[src/design/assert_macros.svh]
// assertion helpers shared by the rtl files
`ifndef ASSERT_MACROS_SVH
`define ASSERT_MACROS_SVH

`ifndef SYNTHESIS

// property checked at every rising edge outside reset
`define ASSERT_AT(label, clk, rst, prop) \
  label: assert property (@(posedge clk) disable iff (rst) prop) \
    else $error("assertion failed");

// condition that must never be true outside reset
`define ASSERT_NEVER(label, clk, rst, expr) \
  label: assert property (@(posedge clk) disable iff (rst) !(expr)) \
    else $error("forbidden condition seen");

`else

`define ASSERT_AT(label, clk, rst, prop)
`define ASSERT_NEVER(label, clk, rst, expr)

`endif

`endif

[src/design/smer_pkg.sv]
package smer_pkg;

  // field and datapath widths
  localparam int COORD_W  = 11;
  localparam int STEP_W   = COORD_W + 1;
  localparam int OUT_W    = 13;
  localparam int SQ_W     = 22;
  localparam int DEC_W    = 48;
  localparam int MUL_W    = DEC_W / 2;
  localparam int STIP_LEN = 16;
  localparam int IDX_W    = $clog2(STIP_LEN);

  // request operation codes
  localparam logic OP_START   = 1'b0;
  localparam logic OP_ADVANCE = 1'b1;

  // shape phase
  typedef enum logic [1:0] {
    PH_REGION1 = 2'd0,
    PH_REGION2 = 2'd1,
    PH_LINE    = 2'd2,
    PH_DONE    = 2'd3
  } phase_t;

  // operand pair for the shared multiplier
  typedef enum logic [3:0] {
    MUL_NONE,
    MUL_AA,
    MUL_BB,
    MUL_A_SB,
    MUL_A_Y,
    MUL_B_X1,
    MUL_B_2X3,
    MUL_A_22Y,
    MUL_B_2X2,
    MUL_A_32Y,
    MUL_XX,
    MUL_B_P,
    MUL_Y1Y1,
    MUL_A_P,
    MUL_A_B
  } mul_sel_t;

  // what to do with the registered product
  typedef enum logic [3:0] {
    ACC_NONE,
    ACC_D_ADD,
    ACC_D_ADD_IF,
    ACC_D_FROM_B,
    ACC_TMP,
    ACC_TMP_ADD,
    ACC_D_FROM_TMP,
    ACC_A_SQ,
    ACC_B_SQ
  } acc_op_t;

  // state register updates
  typedef enum logic [2:0] {
    UPD_NONE,
    UPD_SETUP,
    UPD_STEP_START,
    UPD_R1_MOVE,
    UPD_R2_MOVE,
    UPD_R2_END,
    UPD_SETTLE_END,
    UPD_LINE
  } upd_t;

  typedef struct packed {
    logic     in_ready;
    logic     out_load;
    mul_sel_t mul_sel;
    acc_op_t  acc_op;
    upd_t     upd;
  } cmd_t;

  typedef struct packed {
    logic   in_valid;
    logic   operation;
    phase_t phase;
    logic   line_shape;
    logic   cmp;
    logic   out_free;
  } stat_t;

endpackage

[src/design/smer_shape_if.sv]
interface smer_shape_if;
  import smer_pkg::*;

  logic               valid;
  logic               ready;
  logic               operation;
  logic [COORD_W-1:0] corner_ax;
  logic [COORD_W-1:0] corner_ay;
  logic [COORD_W-1:0] corner_bx;
  logic [COORD_W-1:0] corner_by;
  logic [STIP_LEN-1:0] stipple;

  modport source (
    output valid, operation, corner_ax, corner_ay, corner_bx, corner_by, stipple,
    input  ready
  );

  modport sink (
    input  valid, operation, corner_ax, corner_ay, corner_bx, corner_by, stipple,
    output ready
  );

endinterface

[src/design/smer_point_if.sv]
interface smer_point_if;
  import smer_pkg::*;

  logic                    valid;
  logic                    ready;
  logic signed [OUT_W-1:0] right_x;
  logic signed [OUT_W-1:0] left_x;
  logic signed [OUT_W-1:0] lower_y;
  logic signed [OUT_W-1:0] upper_y;
  logic                    visible;
  logic                    last_point;

  modport source (
    output valid, right_x, left_x, lower_y, upper_y, visible, last_point,
    input  ready
  );

  modport sink (
    input  valid, right_x, left_x, lower_y, upper_y, visible, last_point,
    output ready
  );

endinterface

[src/design/smer_ctrl.sv]
`include "assert_macros.svh"

module smer_ctrl (
  input  logic           clk,
  input  logic           rst,
  input  smer_pkg::stat_t stat,
  output smer_pkg::cmd_t  cmd
);
  import smer_pkg::*;

  typedef enum logic [4:0] {
    S_IDLE,
    S_SETUP,
    S_E_AA,
    S_E_BB,
    S_E_AB,
    S_E_D,
    S_R1_A,
    S_R1_B,
    S_R1_C,
    S_R1_D,
    S_R1_E,
    S_ST_1,
    S_ST_2,
    S_ST_3,
    S_ST_4,
    S_ST_5,
    S_ST_6,
    S_R2_A,
    S_R2_B,
    S_R2_C,
    S_L_STEP,
    S_EMIT
  } state_t;

  state_t state;
  state_t state_next;
  logic   accept;

  assign accept = stat.in_valid && cmd.in_ready;

  // sequencing and command decode
  always_comb begin
    state_next  = state;
    cmd.in_ready = 1'b0;
    cmd.out_load = 1'b0;
    cmd.mul_sel  = MUL_NONE;
    cmd.acc_op   = ACC_NONE;
    cmd.upd      = UPD_NONE;
    case (state)
      S_IDLE: begin
        cmd.in_ready = 1'b1;
        if (stat.in_valid) begin
          if (stat.operation == OP_START) begin
            state_next = S_SETUP;
          end else begin
            case (stat.phase)
              PH_LINE:    state_next = S_L_STEP;
              PH_REGION1: state_next = S_R1_A;
              PH_REGION2: state_next = S_R2_A;
              default:    state_next = S_IDLE;
            endcase
          end
        end
      end
      // start: centre, semi-axes or line end points
      S_SETUP: begin
        cmd.upd    = UPD_SETUP;
        state_next = stat.line_shape ? S_EMIT : S_E_AA;
      end
      S_E_AA: begin
        cmd.mul_sel = MUL_AA;
        state_next  = S_E_BB;
      end
      S_E_BB: begin
        cmd.acc_op  = ACC_A_SQ;
        cmd.mul_sel = MUL_BB;
        state_next  = S_E_AB;
      end
      S_E_AB: begin
        cmd.acc_op  = ACC_B_SQ;
        cmd.mul_sel = MUL_A_SB;
        state_next  = S_E_D;
      end
      S_E_D: begin
        cmd.acc_op  = ACC_D_FROM_B;
        cmd.mul_sel = MUL_A_Y;
        state_next  = S_R1_D;
      end
      // region 1 step
      S_R1_A: begin
        cmd.upd     = UPD_STEP_START;
        cmd.mul_sel = MUL_B_2X3;
        state_next  = S_R1_B;
      end
      S_R1_B: begin
        cmd.acc_op  = ACC_D_ADD;
        cmd.mul_sel = MUL_A_22Y;
        cmd.upd     = UPD_R1_MOVE;
        state_next  = S_R1_C;
      end
      S_R1_C: begin
        cmd.acc_op  = ACC_D_ADD_IF;
        cmd.mul_sel = MUL_A_Y;
        state_next  = S_R1_D;
      end
      S_R1_D: begin
        cmd.acc_op  = ACC_TMP;
        cmd.mul_sel = MUL_B_X1;
        state_next  = S_R1_E;
      end
      // still in region 1 when a2*y > b2*(x+1)
      S_R1_E: begin
        if (stat.cmp) begin
          if (stat.out_free) begin
            cmd.out_load = 1'b1;
            state_next   = S_IDLE;
          end
        end else begin
          state_next = S_ST_1;
        end
      end
      // region 2 entry: d = b2*x*x + a2*(y-1)^2 - a2*b2
      S_ST_1: begin
        cmd.mul_sel = MUL_XX;
        state_next  = S_ST_2;
      end
      S_ST_2: begin
        cmd.mul_sel = MUL_B_P;
        state_next  = S_ST_3;
      end
      S_ST_3: begin
        cmd.acc_op  = ACC_TMP;
        cmd.mul_sel = MUL_Y1Y1;
        state_next  = S_ST_4;
      end
      S_ST_4: begin
        cmd.mul_sel = MUL_A_P;
        state_next  = S_ST_5;
      end
      S_ST_5: begin
        cmd.acc_op  = ACC_TMP_ADD;
        cmd.mul_sel = MUL_A_B;
        state_next  = S_ST_6;
      end
      S_ST_6: begin
        cmd.acc_op = ACC_D_FROM_TMP;
        cmd.upd    = UPD_SETTLE_END;
        state_next = S_EMIT;
      end
      // region 2 step
      S_R2_A: begin
        cmd.upd     = UPD_STEP_START;
        cmd.mul_sel = MUL_B_2X2;
        state_next  = S_R2_B;
      end
      S_R2_B: begin
        cmd.acc_op  = ACC_D_ADD_IF;
        cmd.mul_sel = MUL_A_32Y;
        cmd.upd     = UPD_R2_MOVE;
        state_next  = S_R2_C;
      end
      S_R2_C: begin
        cmd.acc_op = ACC_D_ADD;
        cmd.upd    = UPD_R2_END;
        state_next = S_EMIT;
      end
      S_L_STEP: begin
        cmd.upd    = UPD_LINE;
        state_next = S_EMIT;
      end
      // result into the output register once it is free
      S_EMIT: begin
        if (stat.out_free) begin
          cmd.out_load = 1'b1;
          state_next   = S_IDLE;
        end
      end
      default: begin
        state_next = S_IDLE;
      end
    endcase
  end

  // state register
  always_ff @(posedge clk) begin
    if (rst) begin
      state <= S_IDLE;
    end else begin
      state <= state_next;
    end
  end

  `ASSERT_NEVER(a_load_when_full, clk, rst, cmd.out_load && !stat.out_free)
  `ASSERT_AT(a_start_setup, clk, rst, (accept && (stat.operation == OP_START)) |=> (state == S_SETUP))
  `ASSERT_AT(a_done_drop, clk, rst, (accept && (stat.operation == OP_ADVANCE) && (stat.phase == PH_DONE)) |=> (state == S_IDLE))

endmodule

[src/design/smer_datapath.sv]
`include "assert_macros.svh"

module smer_datapath (
  input  logic            clk,
  input  logic            rst,
  smer_shape_if.sink      shape,
  smer_point_if.source    point,
  input  smer_pkg::cmd_t  cmd,
  output smer_pkg::stat_t stat
);
  import smer_pkg::*;

  localparam logic signed [MUL_W-1:0] ONE   = MUL_W'(1);
  localparam logic signed [MUL_W-1:0] TWO   = MUL_W'(2);
  localparam logic signed [MUL_W-1:0] THREE = MUL_W'(3);

  // latched start request
  logic [COORD_W-1:0]  ax_q, ay_q, bx_q, by_q;
  logic [STIP_LEN-1:0] stipple_mask;

  // shape state
  logic [COORD_W-1:0]      centre_x, centre_y, semi_a, semi_b, line_end;
  logic [SQ_W-1:0]         a_sq, b_sq;
  logic [STEP_W-1:0]       step_x, step_y;
  logic signed [DEC_W-1:0] decision, temp, prod;
  phase_t                  phase;
  logic [IDX_W-1:0]        stipple_index;
  logic                    branch, line_mode, no_point;

  // output register
  logic out_valid;

  // setup terms
  logic [STEP_W-1:0]        sum_x, sum_y;
  logic [COORD_W-1:0]       cx_new, cy_new, semi_a_new, semi_b_new, lo, hi;
  logic signed [STEP_W-1:0] diff_a, diff_b, mag_a, mag_b;
  logic [STEP_W-1:0]        dy, lo_inc;
  logic                     line_shape, line_empty, line_short;

  // multiplier
  logic signed [MUL_W-1:0] x_ext, y_ext, a_ext, b_ext, sa_ext, sb_ext, prod_lo;
  logic signed [MUL_W-1:0] mul_a, mul_b;
  logic signed [DEC_W-1:0] mul_out;
  logic signed [DEC_W-1:0] b_sq_dec;

  // line step terms
  logic [STEP_W-1:0] x_inc;
  logic [STEP_W:0]   x_inc2;

  // output terms
  logic [OUT_W-1:0] rx_val, lx_val, ly_val, uy_val;

  assign shape.ready = cmd.in_ready;

  // capture corners and mask on an accepted start request
  always_ff @(posedge clk) begin
    if (shape.valid && shape.ready && (shape.operation == OP_START)) begin
      ax_q         <= shape.corner_ax;
      ay_q         <= shape.corner_ay;
      bx_q         <= shape.corner_bx;
      by_q         <= shape.corner_by;
      stipple_mask <= shape.stipple;
    end
  end

  // centre, semi-axes and line test
  always_comb begin
    sum_x      = STEP_W'(ax_q) + STEP_W'(bx_q);
    sum_y      = STEP_W'(ay_q) + STEP_W'(by_q);
    cx_new     = sum_x[STEP_W-1:1];
    cy_new     = sum_y[STEP_W-1:1];
    diff_a     = $signed(STEP_W'(bx_q)) - $signed(STEP_W'(cx_new));
    diff_b     = $signed(STEP_W'(by_q)) - $signed(STEP_W'(cy_new));
    mag_a      = diff_a[STEP_W-1] ? -diff_a : diff_a;
    mag_b      = diff_b[STEP_W-1] ? -diff_b : diff_b;
    semi_a_new = mag_a[COORD_W-1:0];
    semi_b_new = mag_b[COORD_W-1:0];
    dy         = STEP_W'(ay_q) - STEP_W'(by_q);
    line_shape = (dy == '0) || (dy == STEP_W'(1)) || (dy == '1);
    lo         = (ax_q < bx_q) ? ax_q : bx_q;
    hi         = (ax_q < bx_q) ? bx_q : ax_q;
    lo_inc     = STEP_W'(lo) + STEP_W'(1);
    line_empty = (lo == hi);
    line_short = (lo_inc == STEP_W'(hi));
  end

  // multiplier operand selection
  always_comb begin
    x_ext   = $signed(MUL_W'(step_x));
    y_ext   = $signed(MUL_W'(step_y));
    a_ext   = $signed(MUL_W'(a_sq));
    b_ext   = $signed(MUL_W'(b_sq));
    sa_ext  = $signed(MUL_W'(semi_a));
    sb_ext  = $signed(MUL_W'(semi_b));
    prod_lo = prod[MUL_W-1:0];
    case (cmd.mul_sel)
      MUL_AA: begin
        mul_a = sa_ext;
        mul_b = sa_ext;
      end
      MUL_BB: begin
        mul_a = sb_ext;
        mul_b = sb_ext;
      end
      MUL_A_SB: begin
        mul_a = a_ext;
        mul_b = sb_ext;
      end
      MUL_A_Y: begin
        mul_a = a_ext;
        mul_b = y_ext;
      end
      MUL_B_X1: begin
        mul_a = b_ext;
        mul_b = x_ext + ONE;
      end
      MUL_B_2X3: begin
        mul_a = b_ext;
        mul_b = x_ext + x_ext + THREE;
      end
      MUL_A_22Y: begin
        mul_a = a_ext;
        mul_b = TWO - y_ext - y_ext;
      end
      MUL_B_2X2: begin
        mul_a = b_ext;
        mul_b = x_ext + x_ext + TWO;
      end
      MUL_A_32Y: begin
        mul_a = a_ext;
        mul_b = THREE - y_ext - y_ext;
      end
      MUL_XX: begin
        mul_a = x_ext;
        mul_b = x_ext;
      end
      MUL_B_P: begin
        mul_a = b_ext;
        mul_b = prod_lo;
      end
      MUL_Y1Y1: begin
        mul_a = y_ext - ONE;
        mul_b = y_ext - ONE;
      end
      MUL_A_P: begin
        mul_a = a_ext;
        mul_b = prod_lo;
      end
      MUL_A_B: begin
        mul_a = a_ext;
        mul_b = b_ext;
      end
      default: begin
        mul_a = '0;
        mul_b = '0;
      end
    endcase
  end

  assign mul_out  = mul_a * mul_b;
  assign b_sq_dec = $signed(DEC_W'(b_sq));

  // product register and decision accumulation
  always_ff @(posedge clk) begin
    if (cmd.mul_sel != MUL_NONE) begin
      prod <= mul_out;
    end
    case (cmd.acc_op)
      ACC_D_ADD:      decision <= decision + prod;
      ACC_D_ADD_IF:   if (branch) decision <= decision + prod;
      ACC_D_FROM_B:   decision <= b_sq_dec - prod;
      ACC_TMP:        temp <= prod;
      ACC_TMP_ADD:    temp <= temp + prod;
      ACC_D_FROM_TMP: decision <= temp - prod;
      ACC_A_SQ:       a_sq <= prod[SQ_W-1:0];
      ACC_B_SQ:       b_sq <= prod[SQ_W-1:0];
      default: begin
      end
    endcase
  end

  // line step terms
  assign x_inc  = step_x + STEP_W'(1);
  assign x_inc2 = (STEP_W+1)'(x_inc) + (STEP_W+1)'(1);

  // shape state updates
  always_ff @(posedge clk) begin
    if (rst) begin
      phase     <= PH_DONE;
      line_mode <= 1'b0;
    end else begin
      case (cmd.upd)
        UPD_SETUP: begin
          stipple_index <= '0;
          centre_x      <= cx_new;
          centre_y      <= cy_new;
          if (line_shape) begin
            line_mode <= 1'b1;
            no_point  <= line_empty;
            step_x    <= STEP_W'(lo);
            step_y    <= STEP_W'(ay_q);
            line_end  <= hi;
            phase     <= (line_empty || line_short) ? PH_DONE : PH_LINE;
          end else begin
            line_mode <= 1'b0;
            no_point  <= 1'b0;
            semi_a    <= semi_a_new;
            semi_b    <= semi_b_new;
            step_x    <= '0;
            step_y    <= STEP_W'(semi_b_new);
            phase     <= PH_REGION1;
          end
        end
        UPD_STEP_START: begin
          stipple_index <= stipple_index + IDX_W'(1);
          branch <= (phase == PH_REGION1) ? !decision[DEC_W-1] : decision[DEC_W-1];
        end
        UPD_R1_MOVE: begin
          step_x <= step_x + STEP_W'(1);
          step_y <= step_y - STEP_W'(branch);
        end
        UPD_R2_MOVE: begin
          step_x <= step_x + STEP_W'(branch);
          step_y <= step_y - STEP_W'(1);
        end
        UPD_R2_END: begin
          if (step_y == '0) phase <= PH_DONE;
        end
        UPD_SETTLE_END: begin
          phase <= (step_y != '0) ? PH_REGION2 : PH_DONE;
        end
        UPD_LINE: begin
          step_x        <= x_inc;
          stipple_index <= stipple_index + IDX_W'(1);
          if (x_inc2 >= (STEP_W+1)'(line_end)) phase <= PH_DONE;
        end
        default: begin
        end
      endcase
    end
  end

  // point coordinates from the current state
  always_comb begin
    if (line_mode) begin
      rx_val = OUT_W'(step_x);
      lx_val = OUT_W'(step_x);
      ly_val = OUT_W'(step_y);
      uy_val = OUT_W'(step_y);
    end else begin
      rx_val = OUT_W'(centre_x) + OUT_W'(step_x);
      lx_val = OUT_W'(centre_x) - OUT_W'(step_x);
      ly_val = OUT_W'(centre_y) + OUT_W'(step_y);
      uy_val = OUT_W'(centre_y) - OUT_W'(step_y);
    end
  end

  // output register valid
  always_ff @(posedge clk) begin
    if (rst) begin
      out_valid <= 1'b0;
    end else if (cmd.out_load) begin
      out_valid <= 1'b1;
    end else if (point.ready) begin
      out_valid <= 1'b0;
    end
  end

  // output register payload
  always_ff @(posedge clk) begin
    if (cmd.out_load) begin
      point.right_x    <= rx_val;
      point.left_x     <= lx_val;
      point.lower_y    <= ly_val;
      point.upper_y    <= uy_val;
      point.visible    <= stipple_mask[stipple_index] & ~no_point;
      point.last_point <= (phase == PH_DONE);
    end
  end

  assign point.valid = out_valid;

  // status to the controller
  assign stat.in_valid   = shape.valid;
  assign stat.operation  = shape.operation;
  assign stat.phase      = phase;
  assign stat.line_shape = line_shape;
  assign stat.cmp        = temp > prod;
  assign stat.out_free   = !out_valid || point.ready;

  `ASSERT_NEVER(a_line_phase_mode, clk, rst, (phase == PH_LINE) && !line_mode)
  `ASSERT_NEVER(a_region_not_line, clk, rst, ((phase == PH_REGION1) || (phase == PH_REGION2)) && line_mode)
  `ASSERT_AT(a_settle_from_r1, clk, rst, (cmd.upd == UPD_SETTLE_END) |-> (phase == PH_REGION1))

endmodule

[src/design/stippled_midpoint_ellipse_raster.sv]
// channel | dir | payload                                          | request means
// shape   | in  | operation, corner_ax/ay/bx/by, stipple           | start a shape or advance
// point   | out | right_x, left_x, lower_y, upper_y, visible, last | one rasterized point
//
// a new request is taken only in idle, once the last one is through; an advance with no
// shape active makes no point. One shared 24x24 multiplier gives one product a cycle.
// reset is synchronous on rst; no memory to clear.
// a point waiting in the output register does not block a new request; the next point
// holds in its last step until the register is free.
module stippled_midpoint_ellipse_raster (
  input logic          clk,
  input logic          rst,
  smer_shape_if.sink   shape,
  smer_point_if.source point
);
  import smer_pkg::*;

  cmd_t  cmd;
  stat_t stat;

  // sequencer
  smer_ctrl u_ctrl (
    .clk  (clk),
    .rst  (rst),
    .stat (stat),
    .cmd  (cmd)
  );

  // arithmetic and shape state
  smer_datapath u_datapath (
    .clk   (clk),
    .rst   (rst),
    .shape (shape),
    .point (point),
    .cmd   (cmd),
    .stat  (stat)
  );

endmodule

[src/flat_wrapper.sv]
// flat-port wrapper written by rule: the top's interface ports become plain ports
module stippled_midpoint_ellipse_raster_flat import smer_pkg::*;
  (clk, rst, shape_valid, shape_operation, shape_corner_ax, shape_corner_ay, shape_corner_bx, shape_corner_by, shape_stipple, shape_ready, point_valid, point_right_x, point_left_x, point_lower_y, point_upper_y, point_visible, point_last_point, point_ready);
  smer_shape_if shape_i ();
  smer_point_if point_i ();
  input logic clk;
  input logic rst;
  input wire logic [$bits(shape_i.valid)-1:0] shape_valid;
  input wire logic [$bits(shape_i.operation)-1:0] shape_operation;
  input wire logic [$bits(shape_i.corner_ax)-1:0] shape_corner_ax;
  input wire logic [$bits(shape_i.corner_ay)-1:0] shape_corner_ay;
  input wire logic [$bits(shape_i.corner_bx)-1:0] shape_corner_bx;
  input wire logic [$bits(shape_i.corner_by)-1:0] shape_corner_by;
  input wire logic [$bits(shape_i.stipple)-1:0] shape_stipple;
  output wire logic [$bits(shape_i.ready)-1:0] shape_ready;
  output wire logic [$bits(point_i.valid)-1:0] point_valid;
  output wire logic [$bits(point_i.right_x)-1:0] point_right_x;
  output wire logic [$bits(point_i.left_x)-1:0] point_left_x;
  output wire logic [$bits(point_i.lower_y)-1:0] point_lower_y;
  output wire logic [$bits(point_i.upper_y)-1:0] point_upper_y;
  output wire logic [$bits(point_i.visible)-1:0] point_visible;
  output wire logic [$bits(point_i.last_point)-1:0] point_last_point;
  input wire logic [$bits(point_i.ready)-1:0] point_ready;
  assign shape_i.valid = shape_valid;
  assign shape_i.operation = shape_operation;
  assign shape_i.corner_ax = shape_corner_ax;
  assign shape_i.corner_ay = shape_corner_ay;
  assign shape_i.corner_bx = shape_corner_bx;
  assign shape_i.corner_by = shape_corner_by;
  assign shape_i.stipple = shape_stipple;
  assign shape_ready = shape_i.ready;
  assign point_valid = point_i.valid;
  assign point_right_x = point_i.right_x;
  assign point_left_x = point_i.left_x;
  assign point_lower_y = point_i.lower_y;
  assign point_upper_y = point_i.upper_y;
  assign point_visible = point_i.visible;
  assign point_last_point = point_i.last_point;
  assign point_i.ready = point_ready;
  stippled_midpoint_ellipse_raster u_core (.clk(clk), .rst(rst), .shape(shape_i), .point(point_i));
endmodule
[config.mk]
export PLATFORM = sky130hd
export DESIGN_NAME = stippled_midpoint_ellipse_raster_flat
export DESIGN_NICKNAME = d
export VERILOG_FILES = /design/src/design/smer_pkg.sv /design/src/design/smer_shape_if.sv /design/src/design/smer_point_if.sv /design/src/design/smer_ctrl.sv /design/src/design/smer_datapath.sv /design/src/design/stippled_midpoint_ellipse_raster.sv /design/src/flat_wrapper.sv
export VERILOG_INCLUDE_DIRS = /design/src /design/src/design
export SDC_FILE = /design/constraint.sdc
export NUM_CORES = 2
export LEC_CHECK = 0
export BUFFER_PORTS_ARGS = -buffer_cell sky130_fd_sc_hd__buf_2
export CORE_MARGIN = 10
export CORE_UTILIZATION = 25
export CTS_CLUSTER_DIAMETER = 120
export DETAILED_ROUTE_END_ITERATION = 10
export PLACE_DENSITY = 0.47
export SETUP_SLACK_MARGIN = 0.2
export SYNTH_ARGS = -nofsm -noshare
export SYNTH_HDL_FRONTEND = slang
export SYNTH_SLANG_ARGS = --single-unit
[constraint.sdc]
create_clock -name clk -period 15.42 [get_ports clk]
set_input_delay 3.084 -clock clk [delete_from_list [all_inputs] [get_ports clk]]
set_output_delay 3.084 -clock clk [all_outputs]
set_load 0.1 [all_outputs]
==> results.yml <==
synthesis:
  synth.most_common_cell: "inv_1"
  synth_top_area_frac: 0.2245
  synth-seq-cells: 394
  synth_edf_count: 385
  synth_compound_area_frac: 0.1529
  ys_seq_area_frac: 0.2177
  synthMuxAreaShare: 0.01125
  synth_top_family_by_area: "adder cells"
  synth_fp_nets: 7149
  synthArstFlopShare: 0
  yosys.area_share.adder: 0.3303
  avgSynthCellArea_um2: 8.956
  synthCells: 6023
  synthXorXnorAreaFrac: 0.06413
  netlist_area_um2: 53940
  synth_cell_types: 91
  ys_top_cells_by_count: "930 x inv_1, 660 x nand2_1, 605 x fa_1, 456 x ha_1, 426 x nor2_1"
  yosys-top-cells-area: "fa_1 22%, edfxtp_1 21%, ha_1 11%, inv_1 6.5%, xnor2_1 4.8%"
  synth_ff_type: "edfxtp_1"
  yosys.area_share.simple: 0.1378
  yosys_warnings: 0
  synth_area_leader_cell: "fa_1"
pwr:
  power_leakage_nw: 25.35
  p_total_w: 0.009379
  pwr_density_cell_nw_per_um2: 156.8
  peakVddDrop_uv: 91.86
route:
  wl_per_cell_um: 21.12
  drcViolationCount: 0
  firstDrtPassIters: 6
  antenna_left: 0
  via_per_inst: 4.920
  routed_wl_mm: 188.4
  vias: 43880
  drt_iter0_drc: 3808
final_layout:
  area_growth_syn_to_layout_pct: 10.89
  layout-drive-gt1-share: 0.06696
  fin_util: 0.2787
  nets: 7164
  final_cells: 8917
die:
  dieHeight_um: 484.5
  die_area_um2: 234800
  die_w_um: 484.5
  core-area_um2: 214600
  initial_core_util: 0.2513
  num_rows: 170
  ios: 121
setup_path:
  reg2reg_to: "u_core.u_datapath.prod[46]$_DFFE_PP_"
  required_ns: 15.80
  crit_type: "reg2reg"
  cp_slowest_cell: "a221o_1"
  worstPathArrival_ns: 12.78
  endpoint_kind: "register"
  cpPeakStageDelay_ns: 1.07
  worst_path_most_repeated_cell: "fa_1"
  r2r_cells: 38
  start_kind: "register"
  cp_max_fo: 22
  rr_startpoint: "u_core.u_datapath.step_y[2]$_DFFE_PP_"
  rrSetupSlack_ns: 3.02
worst_hold_path:
  min_to: "u_core.u_datapath.point.visible$_DFFE_PP_"
  hp-start: "u_core.u_datapath.no_point$_SDFFCE_PN0P_"
  hold_class: "reg2reg"
  holdPathStages: 1
place:
  io_buffers: 120
  place_hpwl_mm: 147.8
  dp_cells: 8824
  preCtsSetupSlack_ns: 3.120
  place_congestion: 0.9100
sta:
  clock-skew-final_ns: 0.03759
  min_period_over_period: 0.8040
  layout_min_cycle_time_ns: 12.40
  fmax_mhz: 80.66
  slew_violations: 0
  tightest_slew_ns: 1.273
  rsz0062_at_grt: "false"
  finalHoldViolations: 0
  setup_slack_ns: 3.023
  setup_viol: 0
  maxSlewHeadroom: 0.1514
  tns_ns: 0
clock_network:
  ctsResizeCount: 0
  cts_hold_buf: 0
  cts.sinks: 394
  clk_path_buf_depth: 3
  cts_tree: "built"
  clock_latency_ns: 0.66
  path_clk_slew_ns: 0.06
  cts-root-buf: "clkbuf_16"
  post_cts_buffers: 0
  ctsHtreeMaxLevel: 2
  cts_made_buffers: 50
global_routing:
  grt_pass1_vias: 44410
  grt_pass1_wl_mm: 284.6
  grt-ovfl-total: 0
  antenna_found_initial: 1
  grt_use_total: 0.1555
  grt_max_degree: 95
run_status:
  status: "finished clean"
run:
  cap_violations: 0
==> kinds of logic (layout without fill, tap and decap cells) <==
logic type      after synthesis  count (layout)
compound gates             1277            1277
mux                          53              53
buf+inv                    1207            1262
flops                       394             394
other cells                   0               1
simple gates               1636            1636
fa+ha+maj                  1061            1061
xor+xnor                    395             395
==> placed cells by master (no fill, tap or decap), types with 22 or more instances in the layout <==
| cell | count |
|---|---|
| a211oi_1 | 35 |
| a21o_1 | 87 |
| a21oi_1 | 356 |
| a221o_1 | 35 |
| a221oi_1 | 22 |
| a22oi_1 | 45 |
| a31oi_1 | 35 |
| and2_1 | 60 |
| and3_1 | 31 |
| buf_2 | 120 |
| buf_4 | 107 |
| clkbuf_16 | 53 |
| edfxtp_1 | 385 |
| fa_1 | 605 |
| ha_1 | 456 |
| inv_1 | 930 |
| mux2i_1 | 39 |
| nand2_1 | 659 |
| nand2b_1 | 49 |
| nand3_1 | 87 |
| nand4_1 | 39 |
| nor2_1 | 419 |
| nor2b_1 | 59 |
| nor3_1 | 91 |
| nor4_1 | 25 |
| o211ai_1 | 29 |
| o21a_1 | 32 |
| o21ai_0 | 317 |
| o21bai_1 | 74 |
| o31ai_1 | 38 |
| or3_1 | 23 |
| xnor2_1 | 293 |
| xor2_1 | 102 |
==> flip-flops by register name, indices dropped and copies added (netlist names), 13 cells and up <==
| register | count |
|---|---|
| u_core.u_datapath.a_sq | 22 |
| u_core.u_datapath.decision | 48 |
| u_core.u_datapath.b_sq | 22 |
| u_core.u_datapath.stipple_mask | 16 |
| u_core.u_datapath.point.lower_y | 13 |
| u_core.u_datapath.prod | 48 |
| u_core.u_datapath.temp | 48 |
| u_core.u_datapath.point.right_x | 13 |
==> critical path: cells and delay by family (launching register included) <==
kind / cells / cell delay, ns
flops: 1 / 0.63
compound gates: 16 / 4.77
xor+xnor: 2 / 0.39
fa+ha+maj: 10 / 4.69
buf+inv: 5 / 0.58
simple gates: 5 / 1.03
==> report_power, final <==
group / internal (W) / total, W / switching [W]
Sequential: 0.00173 / 0.00207 / 0.000345
Combinational: 0.00212 / 0.00600 / 0.00389
Clock: 0.000778 / 0.00130 / 0.000525
Total: 0.00462 / 0.00938 / 0.00476
==> through the flow <==
step,hold WS [ns],area (µm²)
floorplan,0.4954,53940
global placement,0.5259,58040
detailed placement,0.5286,58040
CTS,0.5369,59810
global route,0.5562,59810
finish,0.5293,59820
==> routing by layer <==
| layer | up-vias | track usage | routed length [µm] |
|---|---|---|---|
| li1 | 20230 | - | - |
| met1 | 22060 | 0.2200 | 88000 |
| met2 | 1324 | 0.2488 | 84120 |
| met3 | 256 | 0.02148 | 11150 |
| met4 | 0 | 0.03845 | 5090 |
| met5 | - | 0 | 0 |
==> worst max path at each step <==
| stage | endpoint | startpoint | slack, ns |
|---|---|---|---|
| after floorplan | u_core.u_datapath.prod[46]$_DFFE_PP_ | u_core.u_datapath.step_y[2]$_DFFE_PP_ | 5.17 |
| after global placement | u_core.u_datapath.prod[47]$_DFFE_PP_ | u_core.u_datapath.step_y[2]$_DFFE_PP_ | 3.36 |
| after detailed placement | u_core.u_datapath.prod[46]$_DFFE_PP_ | u_core.u_datapath.step_y[2]$_DFFE_PP_ | 3.12 |
| after CTS | u_core.u_datapath.prod[46]$_DFFE_PP_ | u_core.u_datapath.step_y[2]$_DFFE_PP_ | 3.11 |
| after global routing | u_core.u_datapath.prod[46]$_DFFE_PP_ | u_core.u_datapath.step_y[2]$_DFFE_PP_ | 2.22 |
| final | u_core.u_datapath.prod[46]$_DFFE_PP_ | u_core.u_datapath.step_y[2]$_DFFE_PP_ | 3.02 |
==> area by class of cell <==
| class | count | area (µm²) |
|---|---|---|
| well taps | 2838 | 3551 |
| flip-flops and latches | 394 | 11740 |
| multi-input cells | 4422 | 37800 |
| diodes | 1 | 2.502 |
| fillers | 22760 | 154800 |
| clock inverters | 32 | 422.9 |
| clock buffers | 60 | 1353 |
| inverters | 943 | 3540 |
| repair buffers | 227 | 1404 |
Power figures use the tool's default switching activity.
